==> src/rtl/core/rational_arithmetic_unit_defines.svh <==
// Assertion macros for the rational arithmetic unit.
// Included by files that check their own logic; needs clk and arst_n in scope.
`ifndef RATIONAL_ARITHMETIC_UNIT_DEFINES_SVH
`define RATIONAL_ARITHMETIC_UNIT_DEFINES_SVH

// same-cycle implication
`define RAU_ASSERT_NOW(lbl, ante, cons) \
	lbl: assert property (@(posedge clk) disable iff (!arst_n) (ante) |-> (cons)) \
		else $error("rau check failed");

// next-cycle implication
`define RAU_ASSERT_NEXT(lbl, ante, cons) \
	lbl: assert property (@(posedge clk) disable iff (!arst_n) (ante) |=> (cons)) \
		else $error("rau check failed");

`endif

==> src/rtl/core/rau_pkg.sv <==
// Shared types and constants for the rational arithmetic unit.
// No dependencies.
`default_nettype none
package rau_pkg;

	localparam int unsigned OPW    = 32;
	localparam int unsigned MAGW   = 31;
	localparam int unsigned PRODW  = 62;
	localparam int unsigned WORDW  = 64;
	localparam int unsigned DENW   = 62;
	localparam int unsigned SHW    = 6;
	localparam int unsigned CNTW   = 6;

	localparam logic [OPW-1:0] MIN_INT = {1'b1, {(OPW-1){1'b0}}};

	typedef enum logic [2:0] {
		ACT_ADD = 3'd0,
		ACT_SUB = 3'd1,
		ACT_MUL = 3'd2,
		ACT_DIV = 3'd3,
		ACT_CMP = 3'd4
	} action_t;

	typedef enum logic [2:0] {
		ST_IDLE,
		ST_MUL1,
		ST_MUL2,
		ST_MUL3,
		ST_SUM,
		ST_GCD,
		ST_DIV
	} state_t;

	typedef struct packed {
		logic [2:0]         action;
		logic signed [31:0] a_num;
		logic signed [31:0] a_den;
		logic signed [31:0] b_num;
		logic signed [31:0] b_den;
	} cmd_t;

	typedef struct packed {
		logic signed [63:0] res_num;
		logic [61:0]        res_den;
		logic               is_equal;
		logic               is_not_equal;
		logic               is_greater;
		logic               is_less;
		logic               error;
	} rsp_t;

	typedef struct packed {
		logic load;
		logic fin;
	} div_ctl_t;

endpackage
`default_nettype wire

==> src/rtl/core/rau_cell.sv <==
// One bit cell of the dividend/quotient chain.
// Uses no package items.
`default_nettype none
module rau_cell (
	input  wire logic clk,
	input  wire logic load,
	input  wire logic shift,
	input  wire logic load_bit,
	input  wire logic shift_in,
	output logic      bit_q
);

	always_ff @(posedge clk) begin
		if (load) begin
			bit_q <= load_bit;
		end else if (shift) begin
			bit_q <= shift_in;
		end
	end

endmodule
`default_nettype wire

==> src/rtl/core/rau_divider.sv <==
// Bit-serial restoring divider built on a chain of rau_cell bit cells.
// Depends on rau_pkg and rau_cell.
`default_nettype none
module rau_divider (
	input  wire logic                       clk,
	input  wire logic                       arst_n,
	input  wire logic                       load,
	input  wire logic [rau_pkg::WORDW-1:0]  dividend,
	input  wire logic [rau_pkg::WORDW-1:0]  divisor,
	output logic                            fin,
	output logic [rau_pkg::WORDW-1:0]       quotient
);

	logic [rau_pkg::WORDW-1:0] chain;
	logic [rau_pkg::WORDW-1:0] rem_q;
	logic [rau_pkg::WORDW-1:0] dsr_q;
	logic [rau_pkg::CNTW-1:0]  cnt_q;
	logic                      run_q;
	logic                      fin_q;
	logic [rau_pkg::WORDW:0]   rem_ext;
	logic [rau_pkg::WORDW:0]   trial;
	logic                      ge;

	assign rem_ext = {rem_q, chain[rau_pkg::WORDW-1]};
	assign trial   = rem_ext - {1'b0, dsr_q};
	assign ge      = rem_ext >= {1'b0, dsr_q};

	// quotient bits enter at the bottom as dividend bits leave at the top
	for (genvar i = 0; i < rau_pkg::WORDW; i++) begin : g_chain
		rau_cell u_cell (
			.clk      (clk),
			.load     (load),
			.shift    (run_q),
			.load_bit (dividend[i]),
			.shift_in ((i == 0) ? ge : chain[(i == 0) ? 0 : i-1]),
			.bit_q    (chain[i])
		);
	end

	always_ff @(posedge clk) begin
		if (load) begin
			rem_q <= '0;
			dsr_q <= divisor;
		end else if (run_q) begin
			rem_q <= ge ? trial[rau_pkg::WORDW-1:0] : rem_ext[rau_pkg::WORDW-1:0];
		end
	end

	always_ff @(posedge clk or negedge arst_n) begin
		if (!arst_n) begin
			cnt_q <= '0;
			run_q <= 1'b0;
			fin_q <= 1'b0;
		end else begin
			fin_q <= 1'b0;
			if (load) begin
				cnt_q <= '0;
				run_q <= 1'b1;
			end else if (run_q) begin
				cnt_q <= cnt_q + 1'b1;
				if (cnt_q == '1) begin
					run_q <= 1'b0;
					fin_q <= 1'b1;
				end
			end
		end
	end

	assign fin      = fin_q;
	assign quotient = chain;

endmodule
`default_nettype wire

==> config.mk <==
export PLATFORM = sky130hd
export DESIGN_NAME = rau_divider
export DESIGN_NICKNAME = d
export VERILOG_FILES = /design/src/rtl/core/rational_arithmetic_unit_defines.svh /design/src/rtl/core/rau_pkg.sv /design/src/rtl/core/rau_cell.sv /design/src/rtl/core/rau_divider.sv
export SDC_FILE = /design/constraint.sdc
export NUM_CORES = 1
export LEC_CHECK = 0
export BUFFER_PORTS_ARGS = -buffer_cell sky130_fd_sc_hd__buf_4
export CAP_MARGIN = 0
export CORE_UTILIZATION = 39
export CTS_CLUSTER_DIAMETER = 150
export DETAILED_ROUTE_END_ITERATION = 10
export GPL_ROUTABILITY_DRIVEN = 0
export PLACE_DENSITY = 0.63
export SYNTH_ARGS = -nofsm -noshare
export SYNTH_HDL_FRONTEND = slang
export SYNTH_HIERARCHICAL = 1
export SYNTH_SLANG_ARGS = --single-unit
==> constraint.sdc <==
create_clock -name clk -period 3 [get_ports clk]
set_input_delay 0.6 -clock clk [delete_from_list [all_inputs] [get_ports clk]]
set_output_delay 0.6 -clock clk [all_outputs]
set_load 0.01 [all_outputs]
==> results.toml, run 1 <==
[grt]
grt_max_degree = 91
grt_pass1_wl_um = 52700
grt.overflow.total = 0
grt_pass1_vias = 10327
grt.total_usage_pct = 20.0
antenna_found_initial = 0

[routing]
vias = 10760
drt-total-wl_um = 34000
drt-pass1-iter-count = 5
avgViaCountPerCell = 5.37
first_iter_violations = 618
post-route-drc-count = 0
wl_per_cell_um = 17.0
final_antenna_net_count = 0

[sta]
fin_skew_ns = 0.0136
fin_crit_ns = 3.11
worst_pin_slew_ns = 0.887
period_share_pct = 104
timing.hold.ws_ns = 0.310
fmax_ghz = 0.322
hold_viol_final = 0
report.final.slew_viol_count = 0
setup_viol = 1
fin_ws_ns = -0.107
rsz0062_at_grt = "yes"
slew_headroom_pct = 40.8

[critical_path]
critPathKind = "reg -> reg"
cp.required_ns = 3.34
path_cells = "ha_4 > fa_2 > inv_2 > a21oi_2 > o21ai_2 > a2111oi_4 > o21a_2 > o32ai_4 > o41ai_4 > buf_4 > or4_1 > nand4_1 > a21oi_1"
max_stage_delay_ns = 0.46
cp_data_arrival_time_ns = 3.44
crit_path_max_fanout = 5
startpoint_type = "flip-flop"
path_buf_inv = 2
critPathCaptureType = "flip-flop"
crit_family = "compound AO/OA/AOI/OAI gates"
cp_slowest_cell = "or4_1"

[synth]
yosysMostFrequentCell = "nand2_1"
avgSynthCellArea_um2 = 9.68
synth_nets = 1500
synth-async-reset-ratio_pct = 4.00
syn_area_um2 = 12600
ys_seq_area_share_pct = 42.2
yosysTopAreaCellShare_pct = 30.5
synthFlopType = "edfxtp_1"
synth_seq_cells = 200
synth-edff-count = 128
syn_inst = 1303
synthTopCellsByArea = "edfxtp_1, dfxtp_1, mux2_4"
yosys.area.top_type = "edfxtp_1"
yosys_warnings = 6
synth_commonest_cells = "nand2_1, edfxtp_1, nor2_1"
ys_types = 75

[floorplanning]
core_area_um2 = 31700
rows = 65
die_y_um = 182
io_pins = 196
die_area_um2 = 33100
start_util_pct = 39.8
dieWidth_um = 182

[power_and_ir_drop]
p_int_uw = 4840
p_seq_share_pct = 47.8
swShare_pct = 27.9
combinationalPowerShare_pct = 16.9
power.leakage_uw = 0.00727
peakVddDrop_mv = 0.409
p_switching_uw = 1880
power_density_nw_per_um2 = 401
pwr-share-clk_pct = 35.3

[final_layout]
n_antenna_cell = 0
fin_util_pct = 52.8
drive_gt1_share_pct = 37.9
syn_to_final_growth_pct = 32.8
fin_nets = 1785

[clock_tree]
cts.reportedPaths.clkPinSlew_ns = 0.08
htreeDepth = 4
cts_tree = "yes"
cts-root-buf = "clkbuf_16"
cts.sinks = 200
ctsLongestPathBuffers = 2
clkLatencyLatePin_ns = 0.46
cts_made_buffers = 17

[status]
violations = "negative setup slack"
status = "finished with violations"

[min_path]
hold_class = "in -> reg"

[flow_run]
max_cap_viol_count = 0

[place]
hpwl_um = 24200
io_buffers = 195
-- flip-flops by register name, indices dropped and copies added, names as in the netlist --
signal                count
cnt_q                     6
run_q                     1
dsr_q                    64
fin                       1
g_chain.u_cell/bit_q     64
rem_q                    64
-- metrics by stage --
stage                     TNS (ns)  setup WS (ns)  total power, uW  std cells  area [um2]
after floorplan                  0         0.0456             3780       1303       12600
after global placement      -0.638        -0.0723             4310       1940       15200
after detailed placement     -2.47         -0.116             4330       1940       15200
after CTS                  -0.0151        -0.0125             6720       1975       15900
after global routing         -3.17         -0.212             6990       2003       16700
final                       -0.107         -0.107             6720       2003       16700
-- power by group through the flow --
stage	logic, uW	clock network [uW]	registers (uW)
after floorplan	495	0	3290
after global placement	1040	0	3270
after detailed placement	1060	0	3270
after CTS	1070	2440	3210
after global routing	1230	2540	3230
final	1140	2370	3210
-- timing repair --
action,CTS,global route
pin swaps,5,44
hold buffers,1,0
gates resized for setup,27,122
cloned,0,3
setup endpoints to repair,64,65
setup buffers,2,27
hold endpoints to repair,8,0
-- worst register-to-register path: cells and delay by family (launching register included) --
kind                     cells  cell delay (ns)
AND/OR/NAND/NOR              2             0.58
buffers and inverters        2             0.23
adder cells (fa/ha/maj)      2             0.53
flip-flops                   1             0.42
AO/OA/AOI/OAI                7             1.22
-- metal layers --
| metal | track usage, % | vias up | part of all wire [%] |
|---|---|---|---|
| met5 | 0 | - | 0 |
| met4 | 5.12 | 0 | 1.6 |
| met3 | 6.32 | 32 | 6.7 |
| met2 | 32.7 | 308 | 48 |
| met1 | 25.5 | 5138 | 44 |
| li1 | - | 5282 | - |
-- final cells by class --
class	instances	area (um2)
clock buffers	17	425
clock inverters	15	171
fillers	2885	15000
inverters	90	340
multi-input cells	948	7300
flip-flops and latches	200	5330
well taps	402	503
repair buffers	331	2680
-- layout by cell type, fill, tap and decap left out, types with 8 or more instances in the layout --
master and instances:
a211oi_1 11, a21o_1 38, a21oi_1 69, a21oi_2 17
a311oi_1 43, buf_12 8, buf_4 308, buf_6 8
clkbuf_16 19, dfxtp_1 64, edfxtp_1 128, ha_1 50
ha_4 11, inv_1 84, mux2_4 64, mux2i_1 8
nand2_1 151, nand3_1 22, nand4_1 24, nor2_1 100
nor3_1 11, o21ai_0 34, o21ai_1 8, o21bai_1 16
or2_2 66, xnor2_1 36, xor2_1 22
-- path summary, 6_finish.rpt --
| kind | startpoint | endpoint | slack, ns | cells past startpoint |
|---|---|---|---|---|
| max in group asynchronous | arst_n | run_q | 2.33 | 2 |
| setup / recovery | dsr_q[0] | rem_q[62] | -0.11 | 13 |
| hold reg to reg | rem_q[1] | rem_q[1] | 0.50 | 2 |
| hold / removal | divisor[62] | dsr_q[62] | 0.31 | 1 |
| setup reg to reg | dsr_q[0] | rem_q[62] | -0.11 | 13 |
| min in group asynchronous | arst_n | cnt_q[3] | 0.52 | 2 |
-- cell families after synthesis --
family	after synthesis	synth area share [%]
AOI/OAI and AO/OA	318	17.6
and+or+nand+nor	431	16.0
buffers and inverters	155	5.01
DFF	200	42.2
xor gates and xnor gates	61	4.24
adders and majority gates	66	6.61
muxes	72	8.25
No activity file was read; power rests on OpenSTA's default activity.
==> run 2, diff against run 1 <==
- CELL_PAD_IN_SITES_DETAIL_PLACEMENT: not set -> 1
- CELL_PAD_IN_SITES_GLOBAL_PLACEMENT: not set -> 1
- PLACE_DENSITY: 0.63 -> 0.77
==> run 2 against run 1 <==
The flow still finishes with violations (negative setup slack). Sequential power is essentially flat. Clock power is essentially flat. Power grew 1.4%. Count of clock-buffer cells in the layout grew 2. Critical path depth is the same. Non-clock buffer count grew 55. Fmax is essentially flat. First-iteration DRC count grew 5.2%. Core utilization grew 2.3 points. Hold slack lost 0.0030 ns. Setup slack is essentially flat. Design area grew 4.4%. Highest routed layer unchanged.
==> results.toml, run 2 (synthesized netlist as in run 1, its figures left out) <==
[sta]
slew_headroom_pct = 56.3
fin_skew_ns = 0.0160
timing.hold.ws_ns = 0.307
report.final.slew_viol_count = 0
period_share_pct = 104
setup_viol = 17
rsz0062_at_grt = "yes"
hold_viol_final = 0
fmax_ghz = 0.322
fin_ws_ns = -0.107
fin_crit_ns = 3.11
worst_pin_slew_ns = 0.656

[routing]
first_iter_violations = 650
vias = 11462
final_antenna_net_count = 0
avgViaCountPerCell = 5.57
post-route-drc-count = 0
wl_per_cell_um = 20.6
drt-pass1-iter-count = 5
drt-total-wl_um = 42300

[final_layout]
fin_nets = 1841
drive_gt1_share_pct = 42.3
n_antenna_cell = 0
final_cell_mix = "buf_4, nand2_1, edfxtp_1"
multi_input_area_um2 = 7450
final-seq-area_um2 = 5330
fillers = 3494
syn_to_final_growth_pct = 38.7
final_common_cell = "buf_4"
reg_top3 = "dsr_q: 64 flops, g_chain.u_cell/bit_q: 64 flops, rem_q: 64 flops"

[clock_tree]
ctsLongestPathBuffers = 2
cts-root-buf = "clkbuf_16"
clkLatencyLatePin_ns = 0.47
cts.sinks = 200
htreeDepth = 4
cts.reportedPaths.clkPinSlew_ns = 0.09
cts_made_buffers = 17
cts_tree = "yes"

[power_and_ir_drop]
power.leakage_uw = 0.00771
p_int_uw = 4910
combinationalPowerShare_pct = 17.7
p_seq_share_pct = 47.2
power_density_nw_per_um2 = 390
total_power_uw = 6810
peakVddDrop_mv = 0.433
pwr-share-clk_pct = 35.1
swShare_pct = 28.0
p_switching_uw = 1910

[critical_path]
cp.required_ns = 3.35
cp_data_arrival_time_ns = 3.45
startpoint_type = "flip-flop"
crit_top_cell = "buf_4"
crit_path_max_fanout = 5
max_stage_delay_ns = 0.51
crit_family = "compound AO/OA/AOI/OAI gates"
path_cells = "inv_1 > ha_1 > buf_4 > a21oi_1 > o21ai_0 > a21boi_0 > o21a_2 > o32ai_4 > o41ai_4 > buf_4 > or4_1 > nand4_1 > a21oi_2"
critPathKind = "reg -> reg"
path_buf_inv = 3
cp_slowest_cell = "or4_1"
critPathCaptureType = "flip-flop"

[place]
hpwl_um = 28700
io_buffers = 195

[floorplanning]
io_pins = 196
dieWidth_um = 182
die_area_um2 = 33100
rows = 65
start_util_pct = 39.8
core_area_um2 = 31700
die_y_um = 182

[grt]
grt_pass1_wl_um = 62700
antenna_found_initial = 0
grt_max_degree = 141
grt.overflow.total = 0
grt_pass1_vias = 11954
grt.total_usage_pct = 24.0

[status]
status = "finished with violations"
violations = "negative setup slack"

[flow_run]
max_cap_viol_count = 0

[min_path]
hold_class = "in -> reg"
run 2: worst paths after layout:
path	start	end	slack, ns	cells after the start
worst max-delay path	dsr_q[17]	rem_q[62]	-0.11	13
worst min-delay path	divisor[0]	dsr_q[0]	0.31	1
worst max register to register	dsr_q[17]	rem_q[62]	-0.11	13
worst min register to register	rem_q[1]	rem_q[1]	0.51	2
max in group asynchronous	arst_n	run_q	2.30	2
min in group asynchronous	arst_n	cnt_q[3]	0.54	2
run 2: per-layer routing:
layer	GRT usage (%)	part of all wire [%]	up-vias
li1	-	-	5387
met4	7.08	2.0	0
met1	28.5	41	5670
met5	0	0	-
met2	42.7	51	343
met3	5.80	5.9	62
run 2: area by class of cell:
cell class / count / area share, %
timing repair inverter: 1 / 0.0501
clock buffer: 19 / 2.60
multi-input combinational: 948 / 42.6
timing repair buffer: 386 / 18.5
sequential: 200 / 30.5
clock inverter: 13 / 0.830
tap: 402 / 2.88
inverter: 90 / 2.02
run 2: power by group through the flow:
stage | Combinational [uW] | Clock, uW | Sequential [uW]
after CTS | 1150 | 2450 | 3210
after detailed placement | 1110 | 0 | 3270
after global placement | 1080 | 0 | 3260
after floorplan | 495 | 0 | 3290
after global routing | 1290 | 2520 | 3230
final | 1210 | 2390 | 3210
run 2: repair_timing:
action | 4_1_cts | 5_1_grt
pin swaps | 25 | 78
endpoints found under the hold margin | 8 | 0
hold buffers | 1 | 0
cloned | 0 | 11
resized for setup | 50 | 155
setup buffers | 16 | 17
setup endpoints to repair | 64 | 65
run 2: stage by stage:
stage	worst slack (ns)	area, um2	instances	setup TNS [ns]	utilization [%]
floorplan	0.0456	12600	1303	0	-
global placement	-0.202	15500	1985	-3.73	49.0
detailed placement	-0.275	15500	1985	-7.65	49.0
CTS	-0.0559	16500	2034	-0.187	52.0
global route	-0.218	17500	2059	-7.11	55.1
finish	-0.107	17500	2059	-0.642	55.1
run 2: worst reg2reg max path, delay by kind of cell (launching register included):
kind | cells | cell delay, ns
flip-flops | 1 | 0.33
buffers and inverters | 3 | 0.37
AND/OR/NAND/NOR | 2 | 0.63
adder cells (fa/ha/maj) | 1 | 0.33
AO/OA/AOI/OAI | 7 | 1.33
==> run 3, diff against run 2 <==
- CELL_PAD_IN_SITES_DETAIL_PLACEMENT: 1 -> 0
- PLACE_DENSITY: 0.77 -> 0.74
- clock period: 3 -> 4.02 ns (I/O delays scaled with it)
==> run 3 against run 2 <==
The flow now finishes without violations. Hold slack got worse by 0.16 ns. Die area is the same. Sequential power shrank 26%. Critical path depth did not move. Design area fell by 14%. Critical endpoint is now rem_q[54].
==> results.toml, run 3 (synthesized netlist as in run 1, its figures left out) <==
[power_and_ir_drop]
swShare_pct = 27.8
power.leakage_uw = 0.00651
p_seq_share_pct = 48.5
peakVddDrop_mv = 0.329
p_switching_uw = 1370
total_power_uw = 4930
pwr-share-clk_pct = 36.7
p_int_uw = 3560
combinationalPowerShare_pct = 14.8
power_density_nw_per_um2 = 328

[routing]
drt-pass1-iter-count = 5
post-route-drc-count = 0
vias = 10087
final_antenna_net_count = 0
avgViaCountPerCell = 5.37
wl_per_cell_um = 17.1
drt-total-wl_um = 32000
first_iter_violations = 526

[critical_path]
cp_data_arrival_time_ns = 3.93
path_buf_inv = 2
cp_slowest_cell = "a2111oi_4"
crit_family = "compound AO/OA/AOI/OAI gates"
path_cells = "inv_1 > ha_1 > fa_1 > inv_1 > a21oi_1 > o21ai_2 > a2111oi_4 > o21a_2 > o32ai_4 > o41ai_4 > o21ai_0 > xnor2_1 > a211oi_1"
crit_top_cell = "inv_1"
max_stage_delay_ns = 0.49
crit_path_max_fanout = 7
startpoint_type = "flip-flop"
r2r_cells = 13
critPathKind = "reg -> reg"
critPathCaptureType = "flip-flop"
path_depth = 13
cp.required_ns = 4.39

[clock_tree]
cts.reportedPaths.clkPinSlew_ns = 0.09
cts.sinks = 200
cts-root-buf = "clkbuf_16"
cts_tree = "yes"
holdBufCountCts = 0
ctsLongestPathBuffers = 2
htreeDepth = 4
clkLatencyLatePin_ns = 0.47
cts_made_buffers = 17

[sta]
setup_tns_ns = 0
report.final.slew_viol_count = 0
fmax_ghz = 0.281
rsz0062_at_grt = "no"
setup_viol = 0
fin_crit_ns = 3.56
fin_skew_ns = 0.0196
period_share_pct = 88.6
slew_headroom_pct = 52.5
worst_pin_slew_ns = 0.712
hold_viol_final = 0
timing.hold.ws_ns = 0.143

[place]
hpwl_um = 23700
io_buffers = 195

[min_path]
hold_class = "in -> async"

[final_layout]
final_cell_mix = "buf_4, nand2_1, edfxtp_1"
drive_gt1_share_pct = 26.2
fillers = 3049
n_antenna_cell = 0
reg_top3 = "dsr_q: 64 flops, g_chain.u_cell/bit_q: 64 flops, rem_q: 64 flops"
final_common_cell = "buf_4"
final-seq-area_um2 = 5330
multi_input_area_um2 = 6660
fin_nets = 1661
syn_to_final_growth_pct = 19.1

[grt]
antenna_found_initial = 0
grt.total_usage_pct = 20.0
grt_pass1_vias = 10179
grt_max_degree = 85
grt_pass1_wl_um = 52900
grt.overflow.total = 0

[floorplanning]
dieWidth_um = 182
die_area_um2 = 33100
die_y_um = 182
io_pins = 196
rows = 65
start_util_pct = 39.8
core_area_um2 = 31700

[status]
status = "finished clean"

[flow_run]
max_cap_viol_count = 0
==> run 3: cell count changes in the layout (fill, tap and decap cells not counted), moves of 11 or more <==
cell,before,now
a21oi_1,68,86
a21oi_2,15,1
a311oi_1,29,47
a311oi_2,18,0
buf_4,355,203
ha_1,51,65
ha_4,11,0
nand2_1,131,157
nand2_2,16,0
o21ai_0,30,45
==> run 3: worst paths after layout <==
kind / start / to / slack, ns
max reg2reg: g_chain[63].u_cell/bit_q / rem_q[54] / 0.46
min in group clk: rem_q[1] / rem_q[1] / 0.50
max: g_chain[63].u_cell/bit_q / rem_q[54] / 0.46
min reg2reg: rem_q[1] / rem_q[1] / 0.50
max in group asynchronous: arst_n / run_q / 3.72
min: arst_n / cnt_q[0] / 0.14
==> run 3: final cells by class <==
class                      instances  area share [%]
inverter                          90            2.25
sequential                       200            35.5
clock buffer                      17            2.83
tap                              402            3.35
clock inverter                    15            1.19
multi-input combinational        948            44.3
timing repair buffer             207            10.6
==> run 3: power groups by stage <==
stage               combinational (uW)  sequential (uW)  clock, uW
finish                             728             2390       1810
CTS                                735             2400       1870
detailed placement                 733             2440          0
global route                       799             2410       1950
floorplan                          369             2450          0
global placement                   731             2440          0
==> run 3: layer usage <==
metal	vias up	track usage, %	share of wire [%]
met1	4799	25.8	46
li1	5020	-	-
met2	244	32.6	46
met5	-	0	0
met3	24	6.16	6.9
met4	0	4.64	1.1
==> run 3: worst reg2reg max path: cells and delay by family, from the launching register on <==
family / cells / cell delay, ns
AO/OA/AOI/OAI: 8 / 2.31
XOR/XNOR: 1 / 0.17
adder cells (fa/ha/maj): 2 / 0.41
buffers and inverters: 2 / 0.15
flip-flops: 1 / 0.44
==> run 3: repair_timing <==
action / 4_1_cts / 5_1_grt
setup buffers: 0 / 0
endpoints found under the hold margin: 0 / 0
resized for setup: 0 / 1
endpoints found under the setup margin: 0 / 1
==> run 3: metrics by stage <==
step	worst slack (ns)	cell area, um2	util (%)	cells
finish	0.459	15000	47.4	1879
global route	0.180	15000	47.4	1879
CTS	0.386	15000	47.4	1879
detailed placement	0.433	14400	45.5	1847
global placement	0.517	14400	45.5	1847
floorplan	0.978	12600	-	1303
